## src/design/bhks_pkg.sv

```systemverilog
// Package for the bucketed hash key set: sizes, command and status codes,
// sequencer state type. Used by every other file of the block but bhks_ram.
package bhks_pkg;

   localparam int MAX_BUCKETS      = 8;
   localparam int SLOTS_PER_BUCKET = 4;
   localparam int KEY_W            = 31;
   localparam int TOTAL_SLOTS      = MAX_BUCKETS * SLOTS_PER_BUCKET;

   localparam int CMD_W       = 2;
   localparam int STATUS_W    = 2;
   localparam int CSR_W       = 4;
   localparam int BUCKET_W    = $clog2(MAX_BUCKETS);
   localparam int DIVISOR_W   = $clog2(MAX_BUCKETS + 1);
   localparam int SLOT_IDX_W  = (SLOTS_PER_BUCKET > 1) ? $clog2(SLOTS_PER_BUCKET) : 1;
   localparam int SLOT_ADDR_W = $clog2(TOTAL_SLOTS);
   localparam int SCAN_CNT_W  = $clog2(SLOTS_PER_BUCKET + 1);
   localparam int STEP_W      = $clog2(KEY_W);

   localparam logic [CSR_W-1:0] BUCKET_COUNT_RESET = CSR_W'(7);

   localparam logic [CMD_W-1:0] CMD_INSERT = CMD_W'(0);
   localparam logic [CMD_W-1:0] CMD_SEARCH = CMD_W'(1);
   localparam logic [CMD_W-1:0] CMD_DELETE = CMD_W'(2);

   localparam logic [STATUS_W-1:0] STATUS_DONE   = STATUS_W'(0);
   localparam logic [STATUS_W-1:0] STATUS_ABSENT = STATUS_W'(1);
   localparam logic [STATUS_W-1:0] STATUS_FULL   = STATUS_W'(2);

   typedef enum logic [1:0] {
      ST_IDLE,
      ST_DIV,
      ST_SCAN,
      ST_EXEC
   } state_type;

endpackage

```

## src/design/bhks_req_if.sv

```systemverilog
// Request channel of the bucketed hash key set: valid/ready plus command and key.
// Depends on bhks_pkg.
interface bhks_req_if;
   import bhks_pkg::*;

   logic             valid;
   logic             ready;
   logic [CMD_W-1:0] cmd;
   logic [KEY_W-1:0] key;

   modport source (output valid, output cmd, output key, input ready);
   modport sink   (input valid, input cmd, input key, output ready);
endinterface

```

## src/design/bhks_rsp_if.sv

```systemverilog
// Response channel of the bucketed hash key set: valid/ready plus bucket, found, status.
// Depends on bhks_pkg.
interface bhks_rsp_if;
   import bhks_pkg::*;

   logic                valid;
   logic                ready;
   logic [BUCKET_W-1:0] bucket;
   logic                found;
   logic [STATUS_W-1:0] status;

   modport source (output valid, output bucket, output found, output status, input ready);
   modport sink   (input valid, input bucket, input found, input status, output ready);
endinterface

```

## src/design/bhks_ram.sv

```systemverilog
// Generic single-write, single-read RAM with registered read data.
// No dependencies.
module bhks_ram #(
   parameter int WIDTH = 8,
   parameter int DEPTH = 16
) (
   input  logic                     clock,
   input  logic                     wr_en,
   input  logic [$clog2(DEPTH)-1:0] wr_addr,
   input  logic [WIDTH-1:0]         wr_data,
   input  logic [$clog2(DEPTH)-1:0] rd_addr,
   output logic [WIDTH-1:0]         rd_data
);

   logic [WIDTH-1:0] mem_ff [DEPTH];
   logic [WIDTH-1:0] rd_data_ff;

   always_ff @(posedge clock) begin
      if (wr_en) begin
         mem_ff[wr_addr] <= wr_data;
      end
      rd_data_ff <= mem_ff[rd_addr];
   end

   assign rd_data = rd_data_ff;

endmodule

```

## src/design/bucketed_hash_key_set_core.sv

```systemverilog
// Bucketed hash key set: insert / search / delete of keys in fixed-size buckets.
// Sequence per item: 31 restoring modulo steps, a slot scan on the key RAM read port,
// then the update that loads the response.
// One item at a time: ready is low after an accept through the update cycle,
// which waits while an earlier response is still stalled.
// Reset (synchronous): slot valid bits cleared, bucket_count = 7,
// no response pending. Key RAM contents are not cleared.
module bucketed_hash_key_set_core (
   input  logic                       clock,
   input  logic                       reset,
   bhks_req_if.sink                   req_ch,
   bhks_rsp_if.source                 rsp_ch,
   input  logic                       csr_wr_en,
   input  logic [bhks_pkg::CSR_W-1:0] csr_wr_data
);
   import bhks_pkg::*;

   state_type             state_ff, state_in;
   logic [CSR_W-1:0]      bucket_count_ff;
   logic [CMD_W-1:0]      cmd_ff, cmd_in;
   logic [KEY_W-1:0]      key_ff, key_in;
   logic [STEP_W-1:0]     step_ff, step_in;
   logic [BUCKET_W-1:0]   rem_ff, rem_in;
   logic [SCAN_CNT_W-1:0] scan_ff, scan_in;
   logic                  match_hit_ff, match_hit_in;
   logic [SLOT_IDX_W-1:0] match_idx_ff, match_idx_in;
   logic                  free_hit_ff, free_hit_in;
   logic [SLOT_IDX_W-1:0] free_idx_ff, free_idx_in;
   logic                  slot_valid_ff [TOTAL_SLOTS];

   logic                  rsp_valid_ff, rsp_valid_in;
   logic [BUCKET_W-1:0]   rsp_bucket_ff, rsp_bucket_in;
   logic                  rsp_found_ff, rsp_found_in;
   logic [STATUS_W-1:0]   rsp_status_ff, rsp_status_in;

   logic [DIVISOR_W-1:0]  divisor;
   logic [BUCKET_W:0]     shifted;
   logic [SLOT_IDX_W-1:0] cmp_idx;
   logic [SLOT_ADDR_W-1:0] cmp_addr;
   logic [SLOT_ADDR_W-1:0] rd_addr;
   logic [KEY_W-1:0]      rd_data;
   logic                  ram_wr_en;
   logic [SLOT_ADDR_W-1:0] upd_addr;
   logic                  valid_set, valid_clr;

   // Effective bucket count: zero acts as one, saturate at the bucket limit.
   always_comb begin
      if (bucket_count_ff == '0) begin
         divisor = DIVISOR_W'(1);
      end else if (bucket_count_ff > CSR_W'(MAX_BUCKETS)) begin
         divisor = DIVISOR_W'(MAX_BUCKETS);
      end else begin
         divisor = DIVISOR_W'(bucket_count_ff);
      end
   end

   // Scan compares the slot whose read was issued in the cycle before.
   assign cmp_idx  = SLOT_IDX_W'(scan_ff - SCAN_CNT_W'(1));
   assign cmp_addr = {rem_ff, cmp_idx};
   assign rd_addr  = {rem_ff, scan_ff[SLOT_IDX_W-1:0]};

   always_comb begin
      state_in      = state_ff;
      cmd_in        = cmd_ff;
      key_in        = key_ff;
      step_in       = step_ff;
      rem_in        = rem_ff;
      scan_in       = scan_ff;
      match_hit_in  = match_hit_ff;
      match_idx_in  = match_idx_ff;
      free_hit_in   = free_hit_ff;
      free_idx_in   = free_idx_ff;
      rsp_valid_in  = rsp_valid_ff && !rsp_ch.ready;
      rsp_bucket_in = rsp_bucket_ff;
      rsp_found_in  = rsp_found_ff;
      rsp_status_in = rsp_status_ff;
      ram_wr_en     = 1'b0;
      valid_set     = 1'b0;
      valid_clr     = 1'b0;
      upd_addr      = {rem_ff, free_idx_ff};
      shifted       = {rem_ff, key_ff[step_ff]};
      req_ch.ready  = 1'b0;

      case (state_ff)
         ST_IDLE: begin
            req_ch.ready = 1'b1;
            if (req_ch.valid) begin
               cmd_in   = req_ch.cmd;
               key_in   = req_ch.key;
               step_in  = STEP_W'(KEY_W - 1);
               rem_in   = '0;
               state_in = ST_DIV;
            end
         end
         ST_DIV: begin
            // one restoring step per cycle, key MSB first
            if (shifted >= (BUCKET_W + 1)'(divisor)) begin
               rem_in = BUCKET_W'(shifted - (BUCKET_W + 1)'(divisor));
            end else begin
               rem_in = BUCKET_W'(shifted);
            end
            step_in = step_ff - STEP_W'(1);
            if (step_ff == '0) begin
               scan_in      = '0;
               match_hit_in = 1'b0;
               free_hit_in  = 1'b0;
               match_idx_in = '0;
               free_idx_in  = '0;
               state_in     = ST_SCAN;
            end
         end
         ST_SCAN: begin
            if (scan_ff != '0) begin
               if (slot_valid_ff[cmp_addr]) begin
                  if (!match_hit_ff && rd_data == key_ff) begin
                     match_hit_in = 1'b1;
                     match_idx_in = cmp_idx;
                  end
               end else if (!free_hit_ff) begin
                  free_hit_in = 1'b1;
                  free_idx_in = cmp_idx;
               end
            end
            scan_in = scan_ff + SCAN_CNT_W'(1);
            if (scan_ff == SCAN_CNT_W'(SLOTS_PER_BUCKET)) begin
               state_in = ST_EXEC;
            end
         end
         ST_EXEC: begin
            // update and response load together, once the output register is free
            if (!rsp_valid_ff || rsp_ch.ready) begin
               rsp_valid_in  = 1'b1;
               rsp_bucket_in = rem_ff;
               rsp_found_in  = match_hit_ff;
               rsp_status_in = STATUS_DONE;
               case (cmd_ff)
                  CMD_INSERT: begin
                     if (free_hit_ff) begin
                        ram_wr_en = 1'b1;
                        valid_set = 1'b1;
                     end else begin
                        rsp_status_in = STATUS_FULL;
                     end
                  end
                  CMD_DELETE: begin
                     upd_addr = {rem_ff, match_idx_ff};
                     if (match_hit_ff) begin
                        valid_clr = 1'b1;
                     end else begin
                        rsp_status_in = STATUS_ABSENT;
                     end
                  end
                  default: begin
                     // search, and the unused code acting as search
                     if (!match_hit_ff) begin
                        rsp_status_in = STATUS_ABSENT;
                     end
                  end
               endcase
               state_in = ST_IDLE;
            end
         end
         default: begin
            state_in = ST_IDLE;
         end
      endcase
   end

   always_ff @(posedge clock) begin
      if (reset) begin
         state_ff        <= ST_IDLE;
         rsp_valid_ff    <= 1'b0;
         bucket_count_ff <= BUCKET_COUNT_RESET;
      end else begin
         state_ff     <= state_in;
         rsp_valid_ff <= rsp_valid_in;
         if (csr_wr_en) begin
            bucket_count_ff <= csr_wr_data;
         end
      end
   end

   always_ff @(posedge clock) begin
      if (reset) begin
         for (int i = 0; i < TOTAL_SLOTS; i++) begin
            slot_valid_ff[i] <= 1'b0;
         end
      end else if (valid_set) begin
         slot_valid_ff[upd_addr] <= 1'b1;
      end else if (valid_clr) begin
         slot_valid_ff[upd_addr] <= 1'b0;
      end
   end

   always_ff @(posedge clock) begin
      cmd_ff        <= cmd_in;
      key_ff        <= key_in;
      step_ff       <= step_in;
      rem_ff        <= rem_in;
      scan_ff       <= scan_in;
      match_hit_ff  <= match_hit_in;
      match_idx_ff  <= match_idx_in;
      free_hit_ff   <= free_hit_in;
      free_idx_ff   <= free_idx_in;
      rsp_bucket_ff <= rsp_bucket_in;
      rsp_found_ff  <= rsp_found_in;
      rsp_status_ff <= rsp_status_in;
   end

   bhks_ram #(
      .WIDTH (KEY_W),
      .DEPTH (TOTAL_SLOTS)
   ) u_key_ram (
      .clock   (clock),
      .wr_en   (ram_wr_en),
      .wr_addr (upd_addr),
      .wr_data (key_ff),
      .rd_addr (rd_addr),
      .rd_data (rd_data)
   );

   assign rsp_ch.valid  = rsp_valid_ff;
   assign rsp_ch.bucket = rsp_bucket_ff;
   assign rsp_ch.found  = rsp_found_ff;
   assign rsp_ch.status = rsp_status_ff;

endmodule

```

## src/flat_wrapper.sv

```systemverilog
// flat-port wrapper written by rule: the top's interface ports become plain ports
module bucketed_hash_key_set_core_flat import bhks_pkg::*;
  (clock, reset, csr_wr_en, csr_wr_data, req_ch_valid, req_ch_cmd, req_ch_key, req_ch_ready, rsp_ch_valid, rsp_ch_bucket, rsp_ch_found, rsp_ch_status, rsp_ch_ready);
  bhks_req_if req_ch_i ();
  bhks_rsp_if rsp_ch_i ();
  input  logic clock;
  input  logic reset;
  input  logic csr_wr_en;
  input  logic [bhks_pkg::CSR_W-1:0] csr_wr_data;
  input wire logic [$bits(req_ch_i.valid)-1:0] req_ch_valid;
  input wire logic [$bits(req_ch_i.cmd)-1:0] req_ch_cmd;
  input wire logic [$bits(req_ch_i.key)-1:0] req_ch_key;
  output wire logic [$bits(req_ch_i.ready)-1:0] req_ch_ready;
  output wire logic [$bits(rsp_ch_i.valid)-1:0] rsp_ch_valid;
  output wire logic [$bits(rsp_ch_i.bucket)-1:0] rsp_ch_bucket;
  output wire logic [$bits(rsp_ch_i.found)-1:0] rsp_ch_found;
  output wire logic [$bits(rsp_ch_i.status)-1:0] rsp_ch_status;
  input wire logic [$bits(rsp_ch_i.ready)-1:0] rsp_ch_ready;
  assign req_ch_i.valid = req_ch_valid;
  assign req_ch_i.cmd = req_ch_cmd;
  assign req_ch_i.key = req_ch_key;
  assign req_ch_ready = req_ch_i.ready;
  assign rsp_ch_valid = rsp_ch_i.valid;
  assign rsp_ch_bucket = rsp_ch_i.bucket;
  assign rsp_ch_found = rsp_ch_i.found;
  assign rsp_ch_status = rsp_ch_i.status;
  assign rsp_ch_i.ready = rsp_ch_ready;
  bucketed_hash_key_set_core u_core (.clock(clock), .reset(reset), .req_ch(req_ch_i), .rsp_ch(rsp_ch_i), .csr_wr_en(csr_wr_en), .csr_wr_data(csr_wr_data));
endmodule
```

## config.mk

```make
export PLATFORM = sky130hd
export DESIGN_NAME = bucketed_hash_key_set_core_flat
export DESIGN_NICKNAME = d
export VERILOG_FILES = /design/src/design/bhks_pkg.sv /design/src/design/bhks_req_if.sv /design/src/design/bhks_rsp_if.sv /design/src/design/bhks_ram.sv /design/src/design/bucketed_hash_key_set_core.sv /design/src/flat_wrapper.sv
export SDC_FILE = /design/constraint.sdc
export NUM_CORES = 1
export LEC_CHECK = 0
export CORE_UTILIZATION = 53
export CTS_BUF_LIST = sky130_fd_sc_hd__clkbuf_16
export CTS_CLUSTER_DIAMETER = 30
export DETAILED_ROUTE_END_ITERATION = 6
export DONT_BUFFER_PORTS = 1
export PLACE_DENSITY = 0.68
export SLEW_MARGIN = 25
export SYNTH_ARGS = -nofsm -noshare
export SYNTH_HDL_FRONTEND = slang
export SYNTH_HIERARCHICAL = 1
export SYNTH_SLANG_ARGS = --single-unit
```

## constraint.sdc

```tcl
create_clock -name clock -period 4.9 [get_ports clock]
set_clock_uncertainty 0.05 [all_clocks]
set_input_delay 0.245 -clock clock [delete_from_list [all_inputs] [get_ports clock]]
set_output_delay 0.245 -clock clock [all_outputs]
set_load 0.005 [all_outputs]
```

; Word-level counts from Yosys, hierarchy flattened
; Memory sizes are Yosys's and may differ from the RTL's. A register that Yosys moved wholly into a read port is not among the register bits.
; Cells that the tools add are included.
[word_totals]
mem_count = 2
latch_bits = 0
ram_bits = 1024
wordCells = 126
regBits = 63
input_bits = 42
out_inout_bits = 8
mem_bits_ro = 0
[mem_list]
columns = name, words, width, read_ports, rd_clocked_by_memory_dff, write_ports, line_no
row1 = u_core.u_key_ram.mem_ff, 32, 31, 1, 1, 1, bhks_ram.sv:15  ; logic [WIDTH-1:0] mem_ff [DEPTH];
row2 = u_core.slot_valid_ff, 32, 1, 1, 0, 32, bucketed_hash_key_set_core.sv:29  ; logic slot_valid_ff [TOTAL_SLOTS];
[classes]
n_div = 0
n_eq_ne = 15
reduce_logical = 22
n_shift = 0
multipliers = 0
bitwise = 1
n_addsub = 4
muxes = 64
magnitude_cmp = 3
[ops]
columns = cell, count
row1 = $mux 1, 32
row2 = $mux 2, 16
row3 = $eq 31x31->1, 1
row4 = $ne 2x1->1 const B, 6
row5 = $pmux 3 s2, 2
row6 = $mux 5, 2
row7 = $pmux 5 s2, 1
row8 = $reduce_and 5->1, 2
row9 = $mux 3, 3
row10 = $mux 4, 2
row11 = $pmux 2 s2, 2
row12 = $pmux 2 s4, 1
row13 = $reduce_and 2->1, 4
row14 = $reduce_and 4->1, 2
row15 = $eq 2x2->1 const B, 3
row16 = $lt 5x6->1 const B, 1
row17 = $ne 2x2->1 const B, 3
row18 = $bmux 1 s5, 1
row19 = $logic_not 5->1, 1
row20 = $sub 5x1->5 const B, 1
row21 = $ge 4x4->1, 1
row22 = $gt 4x4->1 const B, 1
row23 = $logic_not 2->1, 2
row24 = $logic_not 4->1, 1
row25 = other kinds (13), 18

; Depth between registers and ports, before layout
; Gate-level depths: netlist of run 1.
[depth]
depth_word = 11
mapped_depth = 13
ltp_nobuf = 11

; By module
; The synthesis of run 1 kept the hierarchy.
[modules_own_cells]
columns = mod, cells_each, instances, area_each_um2
row1 = bhks_ram, 2192, 1, 39163.8
row2 = bucketed_hash_key_set_core, 411, 1, 5071.1

; Worst setup path before layout of run 1
; No wires, ideal clock.
[synth_path]
kind = register to register
from = reg u_core.state_ff[0]
to = mem u_core/u_key_ram/mem_ff[28][0] (netlist name), enable pin
synth_period_minus_slack_ns = 3.743
path_buffers = 1
path_slack_ns = 1.157
t_arrival_ns = 3.274
path_stages_with_launch = 8
setup_time_ns = 0.419
cell_sequence = dfxtp_1 ha_1 and2_2 nand2_4 mux2_2 or3b_2 clkbuf_1 nor2_1
[synth_between]
elab_cells_between_ends = 5
cone_classes = eq/ne: 1 / mux: 4
[synth_lines]
columns = element, line_no
row1 = from (decl), bucketed_hash_key_set_core.sv:18  ; state_type state_ff, state_in;
row2 = from (signal assigned), bucketed_hash_key_set_core.sv:175  ; state_ff <= state_in;
row3 = $eq 2x2->1, bucketed_hash_key_set_core.sv:84  ; case (state_ff)
row4 = $mux 2, bucketed_hash_key_set_core.sv:84
row5 = net u_core.upd_addr[1], bucketed_hash_key_set_core.sv:43  ; logic [SLOT_ADDR_W-1:0] upd_addr;
row6 = to (decl), bhks_ram.sv:15
; The timed path passes the listed nets, and every way through them passes these cells.

; Worst setup path after layout of run 1
[layout_path]
from = reg u_core.state_ff[0]
to = mem u_core/u_key_ram/mem_ff[10][21] (netlist name), enable pin
; The elaborated chain is that of the path after synthesis.

==> results.json, run 1 <==
{
  "total_power_mw": 29.3,
  "ys_ff_latch": 1118,
  "dieArea_um2": 84600,
  "seq_area_um2": 33200,
  "synth_area_um2": 44200,
  "rsz0062_at_grt": "false",
  "syn_nets": 2657,
  "cp.arrival_ns": 4.15,
  "hold_path.class": "in2reg",
  "grt_pass1_vias": 24500,
  "power_density_nw_per_um2": 557,
  "core.rowCount": 105,
  "worstMarginPinSlew_ns": 0.988,
  "crit_chain": "ha_1 -> and2_2 -> nand2_4 -> mux2_2 -> nand3b_1 -> nor2_4 -> buf_4",
  "wl_per_cell_um": 27.6,
  "clockBufferDepth": 3,
  "max_stage_delay_ns": 0.93,
  "synthArstFlopShare": 0,
  "antenna_found_initial": 3,
  "cts_root_buf": "clkbuf_16",
  "ant_nets": 0,
  "portBuffers": 0,
  "synth_cells": 2603,
  "synth_ff_type": "edfxtp_1",
  "drv_slew": 0,
  "routed_via_density": 6.12,
  "dp_hpwl_um": 65000,
  "finalSetupViolCount": 0,
  "cp-end-kind": "flop",
  "die_w_um": 291,
  "areaGrowthSynthToFinish_pct": 19.0,
  "core_um2": 82400,
  "crit_buf_inv": 1,
  "finalInstanceArea_um2": 52600,
  "num_vias": 24500,
  "synth_mux_area_frac": 0.122,
  "finalCritPeriodShare": 0.767,
  "drc": 0,
  "ir_drop_mv": 0.442,
  "gp_congestion": 0.884,
  "grt_max_degree": 102,
  "synth-xor-area-share": 0.00673,
  "synth.avg_cell_area_um2": 17.0,
  "cts-resized-gates": 0,
  "placed_cell_area_um2": 46000,
  "yosysSeqAreaShare": 0.750,
  "min_period_ns": 3.76,
  "drive_above_1_share": 0.156,
  "drt-total-wl_um": 110000,
  "crit_start": "u_core/state_ff[0]",
  "clock_latency_ns": 0.75,
  "max_freq_ghz": 0.266,
  "relSlewSlack": 0.341,
  "overflow": 0,
  "cts_made_buffers": 176,
  "fillerInstances": 5499,
  "dr.pass1.iters": 5,
  "post_cts_buffers": 0,
  "final_cell_mix": "edfxtp_1, mux2i_1, clkbuf_16, nand2_1, nand3_1",
  "crit_family": "simple AND/OR/NAND/NOR gates",
  "synth_compound_area_frac": 0.0542,
  "clock_sinks": 1118,
  "critPathSlowestCell": "nor2_4",
  "critPathKind": "reg2reg",
  "htree_levels": 4,
  "layout_commonest_cell": "edfxtp_1",
  "multiInputGateArea_um2": 10500,
  "synthSimpleGateAreaFrac": 0.0442,
  "synth_edf_count": 1080,
  "min_from": "req_ch_key[1]",
  "crit_fanout": 22,
  "cap_violations": 0,
  "tns_ns": 0,
  "startpoint_type": "flop",
  "status": "complete, no violations",
  "synth_top_family_by_area": "multiplexers",
  "synth_cell_types": 55,
  "synth_warnings": 6,
  "die_h_um": 291,
  "hold_violations": 0,
  "leakage_nw": 18.6,
  "nNetsFinal": 2833,
  "cts_tree": "yes",
  "clk_transition_reported_paths_ns": 0.05,
  "track_usage": 0.262,
  "num_io_pins": 50,
  "drt_iter0_markers": 2587,
  "rr_startpoint": "u_core/state_ff[0]",
  "initial_core_util": 0.537,
  "synthAdderAreaFrac": 0.00356,
  "cp.required_ns": 5.29,
  "grt_first_pass_wirelength_um": 161000
}
per-layer routing:
metal  vias to the layer above  global-route usage  part of all wire
met1                     12400               0.360              0.40
met3                       208              0.0464             0.084
met4                         0               0.106             0.034
li1                      10700                   -                 -
met2                      1192               0.416              0.48
met5                         -                   0                 0
cell usage after synthesis (3+ instances only):
master,count,area [um^2]
a211o_1,3,26.3
nand3_1,102,510
or3b_2,3,26.3
buf_1,6,22.5
nand2b_1,4,25.0
a31oi_1,33,206
and2b_2,3,26.3
mux2_2,4,45.0
nor3_1,67,335
edfxtp_1,1080,32400
dfxtp_1,38,761
nand2_1,119,447
a22o_1,62,543
nor2b_1,13,81.3
inv_1,15,56.3
a21oi_1,97,485
mux2i_1,523,5240
and2_1,8,50.1
xor2_1,32,280
a31oi_2,4,50.1
a22oi_1,99,743
o21bai_1,33,248
buf_4,35,263
nand4_1,7,43.8
nor4_1,8,50.1
nor2_1,53,199
clkbuf_1,56,210
ha_1,11,138
nand3b_1,7,52.6
buf_2,36,180
buf_6,7,78.8
cells by family after synthesis:
logic type	count (synthesis)
AOI/OAI and AO/OA	343
xor gates and xnor gates	34
adders and majority gates	12
buffers and inverters	159
DFF	1118
muxes	531
and+or+nand+nor	406
path summary, 6_finish.rpt:
check,depth (start not counted),endpoint,slack (ns)
setup / recovery,7,u_core/u_key_ram/mem_ff[10][21],1.14
hold / removal,1,u_core/key_ff[1],0.07
setup reg to reg,7,u_core/u_key_ram/mem_ff[10][21],1.14
hold reg to reg,2,u_core/state_ff[0],0.51
registers in the layout, summed over array words and instances, names as in the netlist:
| register | count |
|---|---|
| u_core/rsp_ch.status | 2 |
| u_core/bucket_count_ff | 4 |
| u_core/rsp_ch.bucket | 3 |
| u_core/free_hit_ff | 1 |
| u_core/cmd_ff | 2 |
| u_core/rem_ff | 3 |
| u_core/match_idx_ff | 2 |
| u_core/step_ff | 5 |
| u_core/key_ff | 31 |
| u_core/free_idx_ff | 2 |
| u_core/scan_ff | 3 |
| u_core/rsp_ch.valid | 1 |
| u_core/match_hit_ff | 1 |
| u_core/state_ff | 2 |
| u_core/u_key_ram/mem_ff | 992 |
| u_core/u_key_ram/rd_data | 31 |
| u_core/rsp_ch.found | 1 |
| u_core/slot_valid_ff | 32 |
power by group:
part	total [mW]	internal [mW]	switching (mW)
registers	11.6	11.3	0.365
logic	5.24	1.65	3.58
clock network	12.4	7.96	4.48
total	29.3	20.9	8.43
repair_timing:
action	4_1_cts	5_1_grt
endpoints found under the setup margin	0	0
hold endpoints to repair	110	0
hold buffers	45	0
per-stage QoR:
step	hold slack, ns	util	std cells	setup slack, ns
global placement	0.280	0.557	3618	1.27
finish	0.0721	0.639	4002	1.14
global route	0.0548	0.639	4001	1.05
floorplan	0.294	-	2603	1.16
detailed placement	0.279	0.559	3622	1.22
CTS	0.0261	0.638	3996	1.19
worst reg2reg max path: stages (launching register included):
cell,delay [ns]
dfxtp_1,0.34
ha_1,0.26
and2_2,0.26
nand2_4,0.17
mux2_2,0.40
nand3b_1,0.69
nor2_4,0.94
buf_4,0.34
cell type report:
cell class              count  share of cell area
repair buffers            142              0.0287
flip-flops and latches   1118               0.631
clock inverters           151              0.0303
multi-input cells        1326               0.199
well taps                1070              0.0254
inverters                  15             0.00107
clock buffers             178              0.0846
diodes                      2           0.0000951
Note: power is estimated with default switching activity, not from simulation.
==> run 2: changes to the inputs <==
--- a/config.mk
+++ b/config.mk
@@ -10,7 +10,7 @@
 export CTS_CLUSTER_DIAMETER = 30
 export DETAILED_ROUTE_END_ITERATION = 6
 export DONT_BUFFER_PORTS = 1
-export PLACE_DENSITY = 0.68
+export PLACE_DENSITY = 0.71
 export SLEW_MARGIN = 25
 export SYNTH_ARGS = -nofsm -noshare
 export SYNTH_HDL_FRONTEND = slang
==> constraint.sdc (replaced) <==
create_clock -name clock -period 3.1 [get_ports clock]
set_clock_uncertainty 0.05 [all_clocks]
set_input_delay 0.155 -clock clock [delete_from_list [all_inputs] [get_ports clock]]
set_output_delay 0.155 -clock clock [all_outputs]
set_load 0.005 [all_outputs]
==> run 2 against run 1 <==
Compared with the run above:
- largest cell class unchanged
- flip-flop and latch count unchanged
- sequential share of layout area is 0.19 points lower
- die area unchanged
- worst setup slack worse by 1.1 ns
- total power up 53%
- largest power group is now sequential cells
- register-to-register slack worse by 1.1 ns
- critical path depth increased by 6
- combinational power rose by 65%
- clock power rose by 46%
==> results.json, run 2 (synthesis results as in run 1) <==
{
  "status": "complete, no violations",
  "layout_commonest_cell": "edfxtp_1",
  "nNetsFinal": 2898,
  "grt_first_pass_wirelength_um": 161000,
  "r2r-end": "u_core/rem_ff[0]",
  "drv_slew": 0,
  "track_usage": 0.260,
  "clkPwrFrac": 0.403,
  "regMostFlops": "u_core/u_key_ram/mem_ff",
  "dr.pass1.iters": 7,
  "areaGrowthSynthToFinish_pct": 19.3,
  "clk_transition_reported_paths_ns": 0.06,
  "cp.arrival_ns": 3.50,
  "grt_max_degree": 102,
  "die_w_um": 291,
  "core_um2": 82400,
  "r2r_setup_slack_ns": 0.05,
  "power_density_nw_per_um2": 850,
  "max_freq_ghz": 0.328,
  "cp-end-kind": "flop",
  "multiInputGateArea_um2": 10500,
  "p_sw_frac": 0.286,
  "p_sw_mw": 12.9,
  "gp_congestion": 0.873,
  "rr_worst_depth": 13,
  "cts_tree": "yes",
  "num_io_pins": 50,
  "finalSetupViolCount": 0,
  "dpl.cell_count": 3691,
  "drt_iter0_markers": 2639,
  "grt_pass1_vias": 25200,
  "dieArea_um2": 84600,
  "fillerInstances": 5414,
  "cap_violations": 0,
  "hold_path.class": "in2reg",
  "power_frac_comb": 0.192,
  "htree_levels": 4,
  "startpoint_type": "flop",
  "crit_fanout": 7,
  "final_core_util": 0.641,
  "fin_hold_ws_ns": 0.0455,
  "largest_reg_flops": 992,
  "seq_area_um2": 33200,
  "wl_per_cell_um": 27.1,
  "antenna_found_initial": 3,
  "portBuffers": 0,
  "cp.required_ns": 3.55,
  "hold_violations": 0,
  "overflow": 0,
  "drc": 0,
  "cts_root_buf": "clkbuf_16",
  "rr_startpoint": "u_core/step_ff[0]",
  "cts_made_buffers": 160,
  "routed_via_density": 6.15,
  "die_h_um": 291,
  "finalCritPeriodShare": 0.984,
  "critPathKind": "reg2reg",
  "initial_core_util": 0.537,
  "endpoint": "u_core/rem_ff[0]",
  "core.rowCount": 105,
  "clock_sinks": 1118,
  "final_cell_mix": "edfxtp_1, mux2i_1, clkbuf_16, buf_4, nand2_1",
  "tns_ns": 0,
  "layoutNonFillerInstCount": 4056,
  "internal_power_mw": 32.0,
  "dp_hpwl_um": 61800,
  "drt-total-wl_um": 110000,
  "clock_latency_ns": 0.76,
  "ant_nets": 0,
  "layout_setup_ws_ns": 0.0502,
  "worstMarginPinSlew_ns": 0.997,
  "leakage_nw": 18.8,
  "ir_drop_mv": 0.742,
  "crit_start": "u_core/step_ff[0]",
  "seqPwrFrac": 0.405,
  "pre_cts_ws_ns": 0.0618,
  "relSlewSlack": 0.333,
  "min_period_ns": 3.05,
  "clockBufferDepth": 3,
  "reg_top3": "u_core/u_key_ram/mem_ff: 992 flops, u_core/slot_valid_ff: 32 flops",
  "num_vias": 25000,
  "drive_above_1_share": 0.167
}
[run 2: changes by cell type in the layout (fill, tap and decap cells not counted), sizes merged]
cell and delta:
clkinv +11, buf +65, clkbuf -15, bufinv -5, dlygate4sd3 +16, inv -7, clkinvlp -12, diode +1
[run 2: cell type report]
type | instances | share of cell area
repair buffers | 223 | 0.0427
well taps | 1070 | 0.0254
inverters | 15 | 0.00107
clock buffers | 163 | 0.0773
multi-input cells | 1326 | 0.198
flip-flops and latches | 1118 | 0.629
clock inverters | 138 | 0.0263
diodes | 3 | 0.000142
[run 2: critical path: stages (launching register included)]
cell and delay (ns):
edfxtp_1 0.44, buf_6 0.17, mux2i_1 0.14, a221oi_2 0.29, o21ai_1 0.12, a32o_2 0.25, ha_1 0.20, fa_1 0.44
nand2_1 0.09, a21o_1 0.14, a21oi_2 0.07, buf_4 0.14, mux2i_1 0.11, and2_1 0.17
[run 2: worst min path at each step]
stage | cells after the start | slack, ns | startpoint | to
5_1_grt | 1 | 0.03 | req_ch_key[21] | u_core/key_ff[21]
3_3_place_gp | 1 | 0.18 | reset | u_core/bucket_count_ff[3]
6_report | 1 | 0.05 | req_ch_key[1] | u_core/key_ff[1]
4_1_cts | 1 | 0.007 | req_ch_key[1] | u_core/key_ff[1]
3_5_place_dp | 1 | 0.18 | reset | u_core/bucket_count_ff[3]
2_1_floorplan | 0 | 0.20 | req_ch_cmd[0] | u_core/cmd_ff[0]
[run 2: power by group through the flow]
stage | logic (mW) | clock network (mW) | registers, mW
after CTS | 8.48 | 18.3 | 18.2
final | 8.62 | 18.1 | 18.2
after global routing | 9.09 | 18.9 | 18.2
after floorplan | 4.74 | 0 | 18.7
after global placement | 8.14 | 0 | 18.4
after detailed placement | 8.31 | 0 | 18.4
[run 2: what timing repair did]
action,4_1_cts,5_1_grt
hold buffers,61,0
setup endpoints to repair,0,17
buffers inserted,0,0
endpoints found under the hold margin,143,0
gates resized for setup,0,4
[run 2: layer usage]
layer,share of wire,track usage
met4,0.032,0.102
met2,0.49,0.431
met5,0,0
met3,0.086,0.0565
met1,0.39,0.336
[run 2: through the flow]
stage                     total power [mW]  area [um^2]
after floorplan                       23.5        44300
after global placement                26.6        46700
after detailed placement              26.8        46700
after CTS                             44.9        52800
after global routing                  46.2        52800
final                                 44.9        52800
